[config.mk]
export PLATFORM = sky130hd
export DESIGN_NAME = prime_sieve_filter_chain_top
export DESIGN_NICKNAME = d
export VERILOG_FILES = /design/src/hw/rtl/psf_pkg.sv /design/src/hw/rtl/psf_ram.sv /design/src/hw/rtl/prime_sieve_filter_chain_top.sv
export SDC_FILE = /design/constraint.sdc
export NUM_CORES = 1
export LEC_CHECK = 0
export ABC_AREA = 0
export BUFFER_PORTS_ARGS = -buffer_cell sky130_fd_sc_hd__buf_2
export CORE_UTILIZATION = 60
export CTS_CLUSTER_DIAMETER = 40
export DETAILED_ROUTE_END_ITERATION = 16
export PLACE_DENSITY = 0.77
export SETUP_SLACK_MARGIN = 0.2
export SLEW_MARGIN = 20
export SYNTH_ARGS = -nofsm -noshare
export SYNTH_HDL_FRONTEND = slang
export SYNTH_SLANG_ARGS = --single-unit
[constraint.sdc]
create_clock -name i_clk -period 5.3 [get_ports i_clk]
set_clock_uncertainty 0.15 [all_clocks]
set_input_delay 1.06 -clock i_clk [delete_from_list [all_inputs] [get_ports i_clk]]
set_output_delay 1.06 -clock i_clk [all_outputs]
set_load 0.02 [all_outputs]
[src/hw/rtl/psf_pkg.sv]
// Shared types and constants for the prime sieve filter chain.
// Used by prime_sieve_filter_chain_top; depends on nothing.
package psf_pkg;

    localparam int unsigned NUM_STAGES = 32;
    localparam int unsigned VALUE_BITS = 16;

    localparam int unsigned IDX_BITS   = (NUM_STAGES > 1) ? $clog2(NUM_STAGES) : 1;
    localparam int unsigned CNT_BITS   = $clog2(NUM_STAGES + 1);
    localparam int unsigned BIT_BITS   = $clog2(VALUE_BITS);

    typedef struct packed {
        logic [15:0] candidate;
        logic        start_of_run;
    } t_in_item;

    typedef struct packed {
        logic [15:0] prime_value;
        logic [5:0]  prime_index;
        logic        unverified;
    } t_out_item;

    typedef enum logic [2:0] {
        S_IDLE,
        S_READ,
        S_LOAD,
        S_DIV,
        S_DONE
    } t_state;

endpackage

[src/hw/rtl/psf_ram.sv]
// Generic single-write, single-read RAM with registered read data.
// Standalone; holds the stored primes of the sieve.
module psf_ram #(
    parameter int WIDTH     = 16,
    parameter int DEPTH     = 32,
    parameter int ADDR_BITS = (DEPTH > 1) ? $clog2(DEPTH) : 1
) (
    input  logic                 i_clk,
    input  logic                 i_we,
    input  logic [ADDR_BITS-1:0] i_waddr,
    input  logic [WIDTH-1:0]     i_wdata,
    input  logic                 i_re,
    input  logic [ADDR_BITS-1:0] i_raddr,
    output logic [WIDTH-1:0]     o_rdata
);

    logic [WIDTH-1:0] r_mem [DEPTH];
    logic [WIDTH-1:0] r_rdata;

    always_ff @(posedge i_clk) begin
        if (i_we) begin
            r_mem[i_waddr] <= i_wdata;
        end
        if (i_re) begin
            r_rdata <= r_mem[i_raddr];
        end
    end

    assign o_rdata = r_rdata;

endmodule

[src/hw/rtl/prime_sieve_filter_chain_top.sv]
// Top level of the prime sieve filter chain: sequencer, bit-serial remainder unit.
// Depends on psf_pkg and psf_ram.
//
// Usage:
//   Input channel (i_valid / o_stall, payload i_item): one candidate per item.
//   start_of_run empties the prime table; the candidate is then stored untested.
//   Output channel (o_valid / i_stall, payload o_item): one item per candidate
//   that no stored prime divides; divisible candidates give no output item.
//   The candidate is checked against each stored prime in turn by one shared
//   restoring remainder unit, one quotient bit per cycle. Each stage does a
//   table read, a divisor load and VALUE_BITS remainder steps; a stored zero
//   skips the steps. A candidate that a stored prime divides is dropped at
//   that stage, without checking the remaining stored primes.
//   o_stall is high from acceptance until the item is finished.
//   A survivor is stored in the next free stage; with the table full it is
//   sent with unverified set and prime_index equal to NUM_STAGES.
//   The output register holds a finished item while i_stall is high; the next
//   item is accepted and tested meanwhile and waits only to hand over its result.
//   Reset empties the table (count of stored primes zero) and the output.
module prime_sieve_filter_chain_top (
    input  logic                i_clk,
    input  logic                i_rst_n,
    input  logic                i_valid,
    output logic                o_stall,
    input  psf_pkg::t_in_item   i_item,
    output logic                o_valid,
    input  logic                i_stall,
    output psf_pkg::t_out_item  o_item
);

    localparam int VB = psf_pkg::VALUE_BITS;
    localparam int CB = psf_pkg::CNT_BITS;
    localparam int IB = psf_pkg::IDX_BITS;
    localparam int BB = psf_pkg::BIT_BITS;

    psf_pkg::t_state r_state, n_state;

    logic [CB-1:0]      r_count, n_count;
    logic [CB-1:0]      r_idx, n_idx;
    logic [BB-1:0]      r_bit, n_bit;
    logic [VB-1:0]      r_cand, n_cand;
    logic [VB-1:0]      r_shift, n_shift;
    logic [VB-1:0]      r_div, n_div;
    logic [VB-1:0]      r_rem, n_rem;
    logic               r_out_valid, n_out_valid;
    psf_pkg::t_out_item r_out, n_out;

    logic               in_accept;
    logic               table_full;
    logic               last_stage;
    logic               out_free;
    logic [VB+15:0]     cand_in_ext;
    logic [VB+15:0]     cand_out_ext;
    logic [CB+5:0]      count_ext;
    logic [VB:0]        partial;
    logic [VB:0]        step_diff;
    logic [VB-1:0]      step_rem;

    logic               ram_we;
    logic               ram_re;
    logic [VB-1:0]      ram_rdata;

    assign in_accept    = i_valid && !o_stall;
    assign table_full   = (r_count == CB'(psf_pkg::NUM_STAGES));
    assign last_stage   = ((r_idx + CB'(1)) == r_count);
    assign out_free     = !r_out_valid || !i_stall;
    assign cand_in_ext  = {VB'(0), i_item.candidate};
    assign cand_out_ext = {16'd0, r_cand};
    assign count_ext    = {6'd0, r_count};

    // One restoring remainder step: shift in the next candidate bit, subtract if it fits.
    assign partial   = {r_rem, r_shift[VB-1]};
    assign step_diff = partial - {1'b0, r_div};
    assign step_rem  = (partial >= {1'b0, r_div}) ? step_diff[VB-1:0] : partial[VB-1:0];

    // Next state
    always_comb begin
        n_state = r_state;
        case (r_state)
            psf_pkg::S_IDLE: begin
                if (in_accept) begin
                    if (i_item.start_of_run || (r_count == '0)) begin
                        n_state = psf_pkg::S_DONE;
                    end else begin
                        n_state = psf_pkg::S_READ;
                    end
                end
            end
            psf_pkg::S_READ: begin
                n_state = psf_pkg::S_LOAD;
            end
            psf_pkg::S_LOAD: begin
                if (ram_rdata == '0) begin
                    if (r_cand == '0) begin
                        n_state = psf_pkg::S_IDLE;
                    end else if (last_stage) begin
                        n_state = psf_pkg::S_DONE;
                    end else begin
                        n_state = psf_pkg::S_READ;
                    end
                end else begin
                    n_state = psf_pkg::S_DIV;
                end
            end
            psf_pkg::S_DIV: begin
                if (r_bit == '0) begin
                    if (step_rem == '0) begin
                        n_state = psf_pkg::S_IDLE;
                    end else if (last_stage) begin
                        n_state = psf_pkg::S_DONE;
                    end else begin
                        n_state = psf_pkg::S_READ;
                    end
                end
            end
            psf_pkg::S_DONE: begin
                if (out_free) begin
                    n_state = psf_pkg::S_IDLE;
                end
            end
            default: begin
                n_state = psf_pkg::S_IDLE;
            end
        endcase
    end

    // Outputs and datapath
    always_comb begin
        o_stall     = (r_state != psf_pkg::S_IDLE);
        ram_we      = 1'b0;
        ram_re      = 1'b0;
        n_count     = r_count;
        n_idx       = r_idx;
        n_bit       = r_bit;
        n_cand      = r_cand;
        n_shift     = r_shift;
        n_div       = r_div;
        n_rem       = r_rem;
        n_out       = r_out;
        n_out_valid = r_out_valid && i_stall;
        case (r_state)
            psf_pkg::S_IDLE: begin
                if (in_accept) begin
                    n_cand = cand_in_ext[VB-1:0];
                    n_idx  = '0;
                    if (i_item.start_of_run) begin
                        n_count = '0;
                    end
                end
            end
            psf_pkg::S_READ: begin
                ram_re = 1'b1;
            end
            psf_pkg::S_LOAD: begin
                n_div   = ram_rdata;
                n_shift = r_cand;
                n_rem   = '0;
                n_bit   = BB'(VB - 1);
                // a stored zero only drops candidate zero; skip the divide
                if (ram_rdata == '0) begin
                    n_idx = CB'(r_idx + CB'(1));
                end
            end
            psf_pkg::S_DIV: begin
                n_rem   = step_rem;
                n_shift = {r_shift[VB-2:0], 1'b0};
                n_bit   = BB'(r_bit - BB'(1));
                if (r_bit == '0) begin
                    n_idx = CB'(r_idx + CB'(1));
                end
            end
            psf_pkg::S_DONE: begin
                if (out_free) begin
                    n_out_valid       = 1'b1;
                    n_out.prime_value = cand_out_ext[15:0];
                    n_out.prime_index = count_ext[5:0];
                    n_out.unverified  = table_full;
                    if (!table_full) begin
                        ram_we  = 1'b1;
                        n_count = CB'(r_count + CB'(1));
                    end
                end
            end
            default: begin
            end
        endcase
    end

    always_ff @(posedge i_clk) begin
        if (!i_rst_n) begin
            r_state     <= psf_pkg::S_IDLE;
            r_count     <= '0;
            r_out_valid <= 1'b0;
        end else begin
            r_state     <= n_state;
            r_count     <= n_count;
            r_out_valid <= n_out_valid;
        end
    end

    always_ff @(posedge i_clk) begin
        r_idx   <= n_idx;
        r_bit   <= n_bit;
        r_cand  <= n_cand;
        r_shift <= n_shift;
        r_div   <= n_div;
        r_rem   <= n_rem;
        r_out   <= n_out;
    end

    psf_ram #(
        .WIDTH     (VB),
        .DEPTH     (psf_pkg::NUM_STAGES),
        .ADDR_BITS (IB)
    ) u_table (
        .i_clk   (i_clk),
        .i_we    (ram_we),
        .i_waddr (r_count[IB-1:0]),
        .i_wdata (r_cand),
        .i_re    (ram_re),
        .i_raddr (r_idx[IB-1:0]),
        .o_rdata (ram_rdata)
    );

    assign o_valid = r_out_valid;
    assign o_item  = r_out;

    a_write_not_full: assert property (@(posedge i_clk) disable iff (!i_rst_n)
        ram_we |-> (r_count < CB'(psf_pkg::NUM_STAGES)))
        else $error("table written while full");

    a_count_bound: assert property (@(posedge i_clk) disable iff (!i_rst_n)
        r_count <= CB'(psf_pkg::NUM_STAGES))
        else $error("prime count beyond stage count");

    a_busy_after_accept: assert property (@(posedge i_clk) disable iff (!i_rst_n)
        in_accept |=> o_stall)
        else $error("input not stalled after accepting an item");

    a_rem_below_div: assert property (@(posedge i_clk) disable iff (!i_rst_n)
        (r_state == psf_pkg::S_DIV) |-> (r_rem < r_div))
        else $error("partial remainder not below divisor");

    a_out_from_done: assert property (@(posedge i_clk) disable iff (!i_rst_n)
        (o_valid && !$past(o_valid)) |-> ($past(r_state) == psf_pkg::S_DONE))
        else $error("output item raised outside the done step");

    a_stage_in_range: assert property (@(posedge i_clk) disable iff (!i_rst_n)
        (r_state == psf_pkg::S_READ) |-> (r_idx < r_count))
        else $error("stage index past the stored primes");

endmodule
==> results of run 1 <==
[state kept, by name, indices dropped and copies added, names as in the netlist]
| name | flops |
|---|---|
| r_count | 6 |
| r_div | 16 |
| r_cand | 16 |
| r_idx | 6 |
| o_valid | 1 |
| r_state | 3 |
| r_rem | 16 |
| u_table.r_mem | 512 |
| r_shift | 16 |
| r_bit | 4 |
| u_table.o_rdata | 16 |
| o_item | 23 |
[synthesized netlist by cell type, types with 11 or more instances]
| master | count |
|---|---|
| sky130_fd_sc_hd__edfxtp_1 | 625 |
| sky130_fd_sc_hd__mux4_2 | 160 |
| sky130_fd_sc_hd__nand2_1 | 79 |
| sky130_fd_sc_hd__nor2_1 | 74 |
| sky130_fd_sc_hd__inv_1 | 34 |
| sky130_fd_sc_hd__clkbuf_1 | 30 |
| sky130_fd_sc_hd__a21oi_1 | 27 |
| sky130_fd_sc_hd__ha_1 | 22 |
| sky130_fd_sc_hd__buf_2 | 19 |
| sky130_fd_sc_hd__nor3_1 | 19 |
| sky130_fd_sc_hd__mux2_2 | 16 |
| sky130_fd_sc_hd__xnor2_1 | 13 |
| sky130_fd_sc_hd__nand3_1 | 11 |
| sky130_fd_sc_hd__nand4_1 | 11 |
| sky130_fd_sc_hd__nor4_1 | 11 |
[per-stage QoR]
| step | total power [µW] | instances | util [%] | worst slack, ns | hold WS, ns |
|---|---|---|---|---|---|
| 3_3_place_gp | 6258 | 1891 | 63.67 | 1.459 | 0.2900 |
| 6_report | 11430 | 2030 | 69.81 | 1.538 | 0.2929 |
| 4_1_cts | 11490 | 2029 | 69.79 | 1.651 | 0.2931 |
| 3_5_place_dp | 6273 | 1891 | 63.67 | 1.387 | 0.2859 |
| 2_1_floorplan | 6056 | 1301 | - | 0.8650 | 0.2768 |
| 5_1_grt | 11710 | 2029 | 69.80 | 1.346 | 0.3117 |
[kinds of logic (layout without fill, tap and decap cells)]
logic type	Yosys count	count (layout)	share of synthesized area, %
flip-flops	635	635	74.12
XOR/XNOR	23	23	0.7872
AO/OA/AOI/OAI	103	103	3.036
adder cells (fa/ha/maj)	23	23	1.154
multiplexers	180	180	14.94
AND/OR/NAND/NOR	242	242	4.396
buffers and inverters	95	284	1.560
other	0	1	0
[layout make-up]
cell class | instances | area (µm²) | share of cell area (%)
Multi-Input combinational cell | 571 | 6238 | 21.26
Antenna cell | 1 | 2.502 | 0.008527
Timing Repair Buffer | 111 | 758.2 | 2.584
Tap cell | 539 | 674.4 | 2.298
Clock buffer | 86 | 2013 | 6.860
Sequential cell | 635 | 18970 | 64.63
Clock inverter | 52 | 560.5 | 1.910
Inverter | 35 | 131.4 | 0.4477
[worst max-delay path, stage by stage, from the launching register on]
cell and delay (ns):
sky130_fd_sc_hd__dfxtp_1 0.41, sky130_fd_sc_hd__nor3_1 0.40, sky130_fd_sc_hd__and2_1 0.20, sky130_fd_sc_hd__buf_4 0.28, sky130_fd_sc_hd__nand2_1 0.11, sky130_fd_sc_hd__inv_1 0.08
sky130_fd_sc_hd__o22ai_1 0.10, sky130_fd_sc_hd__nor2_1 0.52, sky130_fd_sc_hd__nand2_1 0.35, sky130_fd_sc_hd__nor2_2 0.77
[worst paths after layout]
| check | endpoint | slack, ns |
|---|---|---|
| max | u_table.r_mem[12][2] | 1.54 |
| max reg2reg | u_table.r_mem[12][2] | 1.54 |
| min reg2reg | r_div[11] | 0.29 |
| min | r_div[11] | 0.29 |
[power breakdown]
| group | switching (µW) | internal (µW) | total, µW |
|---|---|---|---|
| Clock | 2080 | 3170 | 5250 |
| Sequential | 21.5 | 5580 | 5600 |
| Combinational | 352 | 226 | 578 |
| Total | 2450 | 8970 | 11400 |
[per-layer routing]
metal | track usage (%) | vias up
li1 | - | 5585
met1 | 39.29 | 6730
met2 | 39.93 | 716
met3 | 6.536 | 109
met4 | 10.73 | 4
met5 | 0 | -
==> flow_metrics.env, run 1 <==
export IMPL_number_of_ports_placed_on_the_die_boundary=46
export IMPL_worstHoldStart="u_table.o_rdata[11]"
export IMPL_clock_sink_count=635
export IMPL_synth_net_count=1345
export IMPL_timing_critical_path_required_ns=5.37
export IMPL_sum_of_met2_wire_segment_lengths_after_detailed_routing_mm=26.05
export IMPL_antenna_left=0
export IMPL_cts_htree_levels=3
export IMPL_netlist_top_cells_area="sky130_fd_sc_hd__edfxtp_1, sky130_fd_sc_hd__mux4_2, sky130_fd_sc_hd__nand2_1, sky130_fd_sc_hd__nor2_1, sky130_fd_sc_hd__ha_1"
export IMPL_num_nets_final=1474
export IMPL_vias_in_the_first_global_route=13290
export IMPL_power_density_nw_per_um2=389.4
export IMPL_port_buffers=45
export IMPL_placement_row_count=75
export IMPL_layout_cells_most_common="sky130_fd_sc_hd__edfxtp_1"
export IMPL_postSynthAreaPerCell_um2=19.67
export IMPL_floorplan_die_width_um=208.5
export IMPL_synthesis_yosys_warnings=0
export IMPL_timing_max_transition_violations_final=0
export IMPL_timing_rr_start="r_state[0]"
export IMPL_grt_overflow_total=0
export IMPL_route_final_wire_length_mm=56.56
export IMPL_vias_per_cell=6.475
export IMPL_chipHeight_um=208.5
export IMPL_die_footprint_um2=43480
export IMPL_worst_ep_arrival_time_ns=3.83
export IMPL_criticalPathCategory="register to register"
export IMPL_highest_fanout_seen_on_the_critical_path=17
export IMPL_synth_largest_type_area_fraction_pct=73.34
export IMPL_dr_total_vias=13140
export IMPL_commonest_non_fill_non_tap_cells_in_the_layout="sky130_fd_sc_hd__edfxtp_1, sky130_fd_sc_hd__mux4_2, sky130_fd_sc_hd__clkbuf_16"
export IMPL_clockRootBuffer="sky130_fd_sc_hd__clkbuf_16"
export IMPL_cp_startpoint="r_state[0]"
export IMPL_share_of_final_layout_standard_cells_stronger_than_drive_strength_1_pct=28.86
export IMPL_timing_final_crit_share_pct=70.97
export IMPL_max_cap_violations=0
export IMPL_placement_cell_area_um2=26770
export IMPL_drt_iter0_drcs=1606
export IMPL_fmaxAchievable_mhz=265.8
export IMPL_post_cts_resized_instances=0
export IMPL_postSynth_asyncResetShare_pct=0
export IMPL_synth_seq_cells=635
export IMPL_timing_setup_tns_ns=0
export IMPL_core_region_area_um2=42040
export IMPL_ys_seq_area_share_pct=74.12
export IMPL_clkSlewWorstSetupHoldPaths_ns=0.06
export IMPL_run_status="complete, no violations"
export IMPL_yosysTopAreaCell="sky130_fd_sc_hd__edfxtp_1"
export IMPL_remaining_drc_errors=0
export IMPL_wl_met3_mm=5.419
export IMPL_max_vdd_ir_drop_mv=0.2687
export IMPL_number_of_setup_violations_in_the_final_report=0
export IMPL_synth_cell_type_count=69
export IMPL_synth_cells=1301
export IMPL_routedLengthMet1_mm=23.23
export IMPL_route_detailed_wl_per_inst_um=27.86
export IMPL_clock_tree_buffer_depth=3
export IMPL_hold_viol_final=0
export IMPL_globalplace_congestion=0.8795
export IMPL_rr_worst_depth=9
export IMPL_crit_path_end_kind="register"
export IMPL_top_layer="met5"
export IMPL_dr_pass1_iters=6
export IMPL_cts_post_setup_buffers_inserted=0
export IMPL_worst_skew_pair_late_latency_ns=0.61
export IMPL_layout_filler_cells=2490
export IMPL_initial_cell_density_of_the_core_pct=60.87
export IMPL_antenna_violations_before_repair=2
export IMPL_hpwlAfterDp_mm=32.75
export IMPL_flow_area_growth_from_synthesis_pct=14.68
export IMPL_synth_edff_count=625
export IMPL_holdPathStages=0
export IMPL_min_path_type="register to register"
export IMPL_synth_main_ff_cell="sky130_fd_sc_hd__edfxtp_1"
export IMPL_syn_area_um2=25590
export IMPL_grt_setup_unrepaired="false"
export IMPL_cts_made_buffers=76
export IMPL_worstSetupStartpointType="register"
export IMPL_first_pass_grt_wire_length_mm=83.86
export IMPL_grt_start_max_net_pins=106
export IMPL_total_leakage_power_uw=0.009660
export IMPL_cts_tree="done"
export IMPL_finish_instance_area_um2=29350
export IMPL_grt_use_total_pct=26.96
export IMPL_cts_hold_buffers_added=0
export IMPL_worst_pin_slew_ns=1.084
export IMPL_timing_slew_headroom_pct=27.76
export IMPL_final_min_clock_period_ns=3.762
No activity file was read; power rests on OpenSTA's default activity.
==> run 2: changes to the inputs <==
--- a/config.mk
+++ b/config.mk
@@ -7,10 +7,10 @@
 export LEC_CHECK = 0
 export ABC_AREA = 0
 export BUFFER_PORTS_ARGS = -buffer_cell sky130_fd_sc_hd__buf_2
-export CORE_UTILIZATION = 60
+export CORE_UTILIZATION = 56
 export CTS_CLUSTER_DIAMETER = 40
 export DETAILED_ROUTE_END_ITERATION = 16
-export PLACE_DENSITY = 0.77
+export PLACE_DENSITY = 0.75
 export SETUP_SLACK_MARGIN = 0.2
 export SLEW_MARGIN = 20
 export SYNTH_ARGS = -nofsm -noshare
==> constraint.sdc (replaced) <==
create_clock -name i_clk -period 3.2 [get_ports i_clk]
set_clock_uncertainty 0.15 [all_clocks]
set_input_delay 0.64 -clock i_clk [delete_from_list [all_inputs] [get_ports i_clk]]
set_output_delay 0.64 -clock i_clk [all_outputs]
set_load 0.02 [all_outputs]
==> run 2 against run 1 <==
Sequential share of layout area decreased by 1.7 points. Core utilization down 2.3 points. Clock-buffer cell count did not move. Critical path type unchanged. Largest power group unchanged.
==> flow_metrics.env, run 2 (synthesis results as in run 1) <==
export IMPL_vias_per_cell=6.484
export IMPL_number_of_ports_placed_on_the_die_boundary=46
export IMPL_placement_row_count=77
export IMPL_globalplace_congestion=0.9053
export IMPL_initial_cell_density_of_the_core_pct=57.37
export IMPL_timing_setup_tns_ns=0
export IMPL_floorplan_die_width_um=215.8
export IMPL_combinationalPowerShare_pct=5.3
export IMPL_seq_power_share_pct=50.3
export IMPL_timing_slew_headroom_pct=63.53
export IMPL_max_cap_violations=0
export IMPL_crit_path_end_kind="register"
export IMPL_worstSetupStartpointType="register"
export IMPL_layout_cells_most_common="sky130_fd_sc_hd__edfxtp_1"
export IMPL_cts_made_buffers=74
export IMPL_worst_pin_slew_ns=0.5434
export IMPL_worst_skew_pair_late_latency_ns=0.60
export IMPL_core_region_area_um2=44610
export IMPL_worst_ep_arrival_time_ns=3.24
export IMPL_clock_tree_buffer_depth=3
export IMPL_share_of_final_layout_standard_cells_stronger_than_drive_strength_1_pct=33.24
export IMPL_criticalPathCategory="register to register"
export IMPL_grt_setup_unrepaired="false"
export IMPL_p_sw_uw=4038
export IMPL_cts_htree_levels=3
export IMPL_timing_max_transition_violations_final=0
export IMPL_grt_start_max_net_pins=43
export IMPL_power_internal_uw=14400
export IMPL_num_nets_final=1496
export IMPL_antenna_cells_inserted=0
export IMPL_fmaxAchievable_mhz=343.3
export IMPL_layout_filler_cells=2756
export IMPL_power_density_nw_per_um2=612.1
export IMPL_grt_use_total_pct=26.45
export IMPL_clockRootBuffer="sky130_fd_sc_hd__clkbuf_16"
export IMPL_hpwlAfterDp_mm=33.44
export IMPL_remaining_drc_errors=0
export IMPL_first_pass_grt_wire_length_mm=88.32
export IMPL_die_footprint_um2=46550
export IMPL_max_vdd_ir_drop_mv=0.5234
export IMPL_final_min_clock_period_ns=2.913
export IMPL_cts_tree="done"
export IMPL_vias_in_the_first_global_route=13700
export IMPL_run_status="complete, no violations"
export IMPL_setup_ws_ns=0.2873
export IMPL_clock_sink_count=635
export IMPL_timing_critical_path_required_ns=3.53
export IMPL_timing_final_crit_share_pct=91.02
export IMPL_grt_overflow_total=0
export IMPL_chipHeight_um=215.8
export IMPL_drt_iter0_drcs=1789
export IMPL_cts_hold_buffers_added=0
export IMPL_net_switching_fraction_of_the_power_pct=21.90
export IMPL_dr_total_vias=13610
export IMPL_largest_reg_flops=512
export IMPL_highest_fanout_seen_on_the_critical_path=7
export IMPL_port_buffers=45
export IMPL_number_of_setup_violations_in_the_final_report=0
export IMPL_commonest_non_fill_non_tap_cells_in_the_layout="sky130_fd_sc_hd__edfxtp_1, sky130_fd_sc_hd__mux4_2, sky130_fd_sc_hd__nand2_1, sky130_fd_sc_hd__clkbuf_16, sky130_fd_sc_hd__buf_4"
export IMPL_clkSlewWorstSetupHoldPaths_ns=0.06
export IMPL_top_register="u_table.r_mem"
export IMPL_dr_pass1_iters=5
export IMPL_flow_area_growth_from_synthesis_pct=17.69
export IMPL_antenna_left=0
export IMPL_hold_viol_final=0
export IMPL_route_detailed_wl_per_inst_um=28.52
export IMPL_finalCoreUtilization_pct=67.52
export IMPL_clock_power_share_pct=44.4
export IMPL_pre_cts_ws_ns=0.0007661
export IMPL_total_leakage_power_uw=0.009785
export IMPL_antenna_violations_before_repair=2
export IMPL_route_final_wire_length_mm=59.87
export IMPL_min_path_type="input pin to register"
-- run 2: changes by cell type in the layout (fill, tap and decap cells not counted), moves of 9 or more --
cell	change
sky130_fd_sc_hd__buf_12	+31
sky130_fd_sc_hd__nor2_1	-30
sky130_fd_sc_hd__nor2_2	+27
sky130_fd_sc_hd__ha_1	-11
sky130_fd_sc_hd__inv_6	-9
-- run 2: layer usage --
layer / part of all wire, % / track usage, % / vias to the layer above / wire [µm]
li1: - / - / 5633 / -
met1: 39 / 36.63 / 7090 / 23420
met2: 49 / 42.32 / 762 / 29230
met3: 8.9 / 5.497 / 125 / 5319
met4: 3.2 / 9.031 / 0 / 1903
met5: 0 / 0 / - / 0
-- run 2: through the flow --
step	cell area [µm²]	std cells	power [µW]	hold WS [ns]
final	30120	2099	18440	0.06846
after global routing	30120	2099	18880	0.03555
after CTS	29870	2094	18530	0.03514
after detailed placement	27450	1963	10400	0.2879
after global placement	27450	1963	10370	0.2836
after floorplan	25690	1301	10030	0.2768
-- run 2: final cells by class --
cell class / count / area (µm²) / area share, %
Clock buffer: 86 / 1939 / 6.439
Clock inverter: 45 / 467.9 / 1.554
Inverter: 35 / 131.4 / 0.4362
Multi-Input combinational cell: 571 / 6544 / 21.73
Sequential cell: 635 / 18970 / 62.98
Tap cell: 592 / 740.7 / 2.459
Timing Repair Buffer: 135 / 1326 / 4.404
-- run 2: worst max-delay path, stage by stage (launching register included) --
cell and delay (ns):
sky130_fd_sc_hd__edfxtp_1 0.43, sky130_fd_sc_hd__ha_1 0.47, sky130_fd_sc_hd__nand2_1 0.08, sky130_fd_sc_hd__o211ai_1 0.19, sky130_fd_sc_hd__o2111ai_1 0.20, sky130_fd_sc_hd__a31o_1 0.30, sky130_fd_sc_hd__a2111oi_4 0.42, sky130_fd_sc_hd__a22oi_2 0.15
sky130_fd_sc_hd__a211oi_2 0.30, sky130_fd_sc_hd__o41ai_2 0.10
-- run 2: worst paths after layout --
kind                      start          to  slack (ns)  cells after the start
max reg2reg            r_rem[5]  r_state[2]        0.29                      9
min                   i_item[3]   r_cand[2]        0.07                      1
max                    r_rem[5]  r_state[2]        0.29                      9
min reg2reg  u_table.o_rdata[5]    r_div[5]        0.30                      0
-- run 2: power by group through the flow --
stage                     sequential (µW)  combinational [µW]  clock, µW
after floorplan                      9530                 505          0
after global placement               9430                 936          0
after detailed placement             9440                 960          0
after CTS                            9260                 976       8290
after global routing                 9260                1020       8600
final                                9260                 977       8190
-- run 2: repair_timing --
action / CTS / global route
pin swaps: 1 / 10
setup buffers: 0 / 5
resized for setup: 5 / 38
cloned: 0 / 0
endpoints found under the setup margin: 2 / 474
==> run 3: changes to the inputs <==
--- a/config.mk
+++ b/config.mk
@@ -6,10 +6,10 @@
 export NUM_CORES = 1
 export LEC_CHECK = 0
 export ABC_AREA = 0
-export BUFFER_PORTS_ARGS = -buffer_cell sky130_fd_sc_hd__buf_2
-export CORE_UTILIZATION = 56
+export CORE_UTILIZATION = 57
 export CTS_CLUSTER_DIAMETER = 40
 export DETAILED_ROUTE_END_ITERATION = 16
+export DONT_BUFFER_PORTS = 1
 export PLACE_DENSITY = 0.75
 export SETUP_SLACK_MARGIN = 0.2
 export SLEW_MARGIN = 20
==> run 3 against run 2 <==
Sequential power hardly changed. Final area is 1.4% lower. Global-route usage is 0.53 points higher. Clock power is 2.6% lower. Critical path type unchanged.
==> flow_metrics.env, run 3 (synthesis results as in run 1) <==
export IMPL_globalplace_congestion=0.8886
export IMPL_timing_setup_tns_ns=0
export IMPL_placed_cells_incl_taps=1917
export IMPL_antenna_cells_inserted=0
export IMPL_slowest_stage="sky130_fd_sc_hd__edfxtp_1"
export IMPL_port_buffers=0
export IMPL_initial_cell_density_of_the_core_pct=57.87
export IMPL_clockRootBuffer="sky130_fd_sc_hd__clkbuf_16"
export IMPL_max_vdd_ir_drop_mv=0.4682
export IMPL_criticalPathCategory="register to register"
export IMPL_worst_pin_slew_ns=0.6990
export IMPL_total_leakage_power_uw=0.009618
export IMPL_grt_start_max_net_pins=63
export IMPL_min_path_type="input pin to register"
export IMPL_die_footprint_um2=45740
export IMPL_number_of_ports_placed_on_the_die_boundary=46
export IMPL_number_of_setup_violations_in_the_final_report=0
export IMPL_largest_reg_flops=512
export IMPL_finalCoreUtilization_pct=67.16
export IMPL_share_of_final_layout_standard_cells_stronger_than_drive_strength_1_pct=30.81
export IMPL_power_density_nw_per_um2=612.9
export IMPL_clkSlewWorstSetupHoldPaths_ns=0.06
export IMPL_route_detailed_wl_per_inst_um=28.30
export IMPL_antenna_left=0
export IMPL_dr_pass1_iters=5
export IMPL_antenna_violations_before_repair=3
export IMPL_vias_per_cell=6.434
export IMPL_dr_total_vias=13330
export IMPL_chipHeight_um=213.9
export IMPL_timing_max_transition_violations_final=0
export IMPL_grt_setup_unrepaired="true"
export IMPL_worst_ep_arrival_time_ns=3.23
export IMPL_clock_tree_buffer_depth=3
export IMPL_layout_cells_most_common="sky130_fd_sc_hd__edfxtp_1"
export IMPL_first_pass_grt_wire_length_mm=86.51
export IMPL_fmaxAchievable_mhz=341.7
export IMPL_run_status="complete, no violations"
export IMPL_placement_row_count=77
export IMPL_highest_fanout_seen_on_the_critical_path=5
export IMPL_timing_slew_headroom_pct=53.29
export IMPL_drt_iter0_drcs=1491
export IMPL_worstSetupStartpointType="register"
export IMPL_remaining_drc_errors=0
export IMPL_hpwlAfterDp_mm=33.41
export IMPL_final_min_clock_period_ns=2.926
export IMPL_timing_final_crit_share_pct=91.45
export IMPL_top_register="u_table.r_mem"
export IMPL_worst_skew_pair_late_latency_ns=0.62
export IMPL_cts_htree_levels=3
export IMPL_clock_sink_count=635
export IMPL_cts_made_buffers=73
export IMPL_timing_critical_path_required_ns=3.50
export IMPL_worst_path_dominant_cell_family="compound AO/OA/AOI/OAI gates"
export IMPL_path_cells="inv_1 -> ha_2 -> fa_2 -> nor2b_4 -> o31ai_4 -> a21oi_2 -> buf_4 -> o41ai_4 -> xnor2_2 -> nand4bb_1 -> a211oi_2 -> o41ai_2"
export IMPL_num_nets_final=1468
export IMPL_stdcell_count=2072
export IMPL_flow_area_growth_from_synthesis_pct=16.06
export IMPL_core_region_area_um2=44220
export IMPL_floorplan_die_width_um=213.9
export IMPL_vias_in_the_first_global_route=13480
export IMPL_crit_path_end_kind="register"
export IMPL_commonest_non_fill_non_tap_cells_in_the_layout="sky130_fd_sc_hd__edfxtp_1, sky130_fd_sc_hd__mux4_2, sky130_fd_sc_hd__buf_4"
export IMPL_route_final_wire_length_mm=58.64
export IMPL_critical_path_buf_inv_count=2
export IMPL_cts_tree="done"
export IMPL_max_cap_violations=0
export IMPL_layout_filler_cells=2729
export IMPL_grt_use_total_pct=26.98
export IMPL_critical_path_max_stage_delay_ns=0.39
export IMPL_grt_overflow_total=0
export IMPL_hold_viol_final=0
export IMPL_fin_hold_ws_ns=0.02757
-- run 3: changes by cell type in the layout (fill, tap and decap cells not counted), sizes merged --
cell         before  now
dlygate4sd3       0   17
clkinvlp          9    2
inv              44   48
buf             135   91
bufinv            4    3
clkbuf           86   90
-- run 3: final timing paths --
kind | start | end | slack [ns] | depth (start not counted)
min | i_rst_n | r_count[1] | 0.03 | 1
max reg2reg | r_shift[15] | r_state[2] | 0.27 | 12
max | r_shift[15] | r_state[2] | 0.27 | 12
min reg2reg | u_table.o_rdata[2] | r_div[2] | 0.31 | 0
-- run 3: repair_timing --
item | 4_1_cts | 5_1_grt
gates resized for setup | 12 | 29
setup buffers | 2 | 5
hold endpoints to repair | 17 | 0
hold buffers | 17 | 0
gates cloned | 0 | 0
pin swaps | 3 | 13
endpoints found under the setup margin | 10 | 469
-- run 3: area by class of cell --
class                      instances  area [µm²]  area share (%)
clock buffer                      90        1933           6.509
clock inverter                    41       397.9           1.340
inverter                          35       131.4          0.4424
multi-input combinational        571        6511           21.92
sequential                       635       18970           63.87
tap                              592       740.7           2.494
timing repair buffer             108        1016           3.421
-- run 3: metal layers --
layer	up-vias	share of wire, %	track usage, %
met3	126	9.2	5.331
li1	5589	-	-
met1	6903	39	37.95
met2	714	49	42.95
met4	0	2.9	9.015
met5	-	0	0
-- run 3: power by group --
part | switching (µW) | internal [µW] | total [µW]
clock | 3360 | 4620 | 7980
sequential | 49.8 | 9240 | 9290
combinational | 539 | 386 | 925
total | 3950 | 14300 | 18200
-- run 3: worst reg2reg max path, delay by kind of cell (launching register included) --
family,cells,cell delay [ns]
AOI/OAI and AO/OA,5,1.15
xor gates and xnor gates,1,0.13
adders and majority gates,2,0.45
buffers and inverters,2,0.25
and+or+nand+nor,2,0.28
DFF,1,0.39
-- run 3: per-stage QoR --
stage | instance area [µm²] | worst slack [ns] | power [µW]
after detailed placement | 26960 | 0.05899 | 10360
after global placement | 26960 | 0.07868 | 10340
after global routing | 29700 | 0.1469 | 18660
after CTS | 29510 | 0.1884 | 18290
after floorplan | 25690 | 0.03782 | 10030
final | 29700 | 0.2737 | 18200
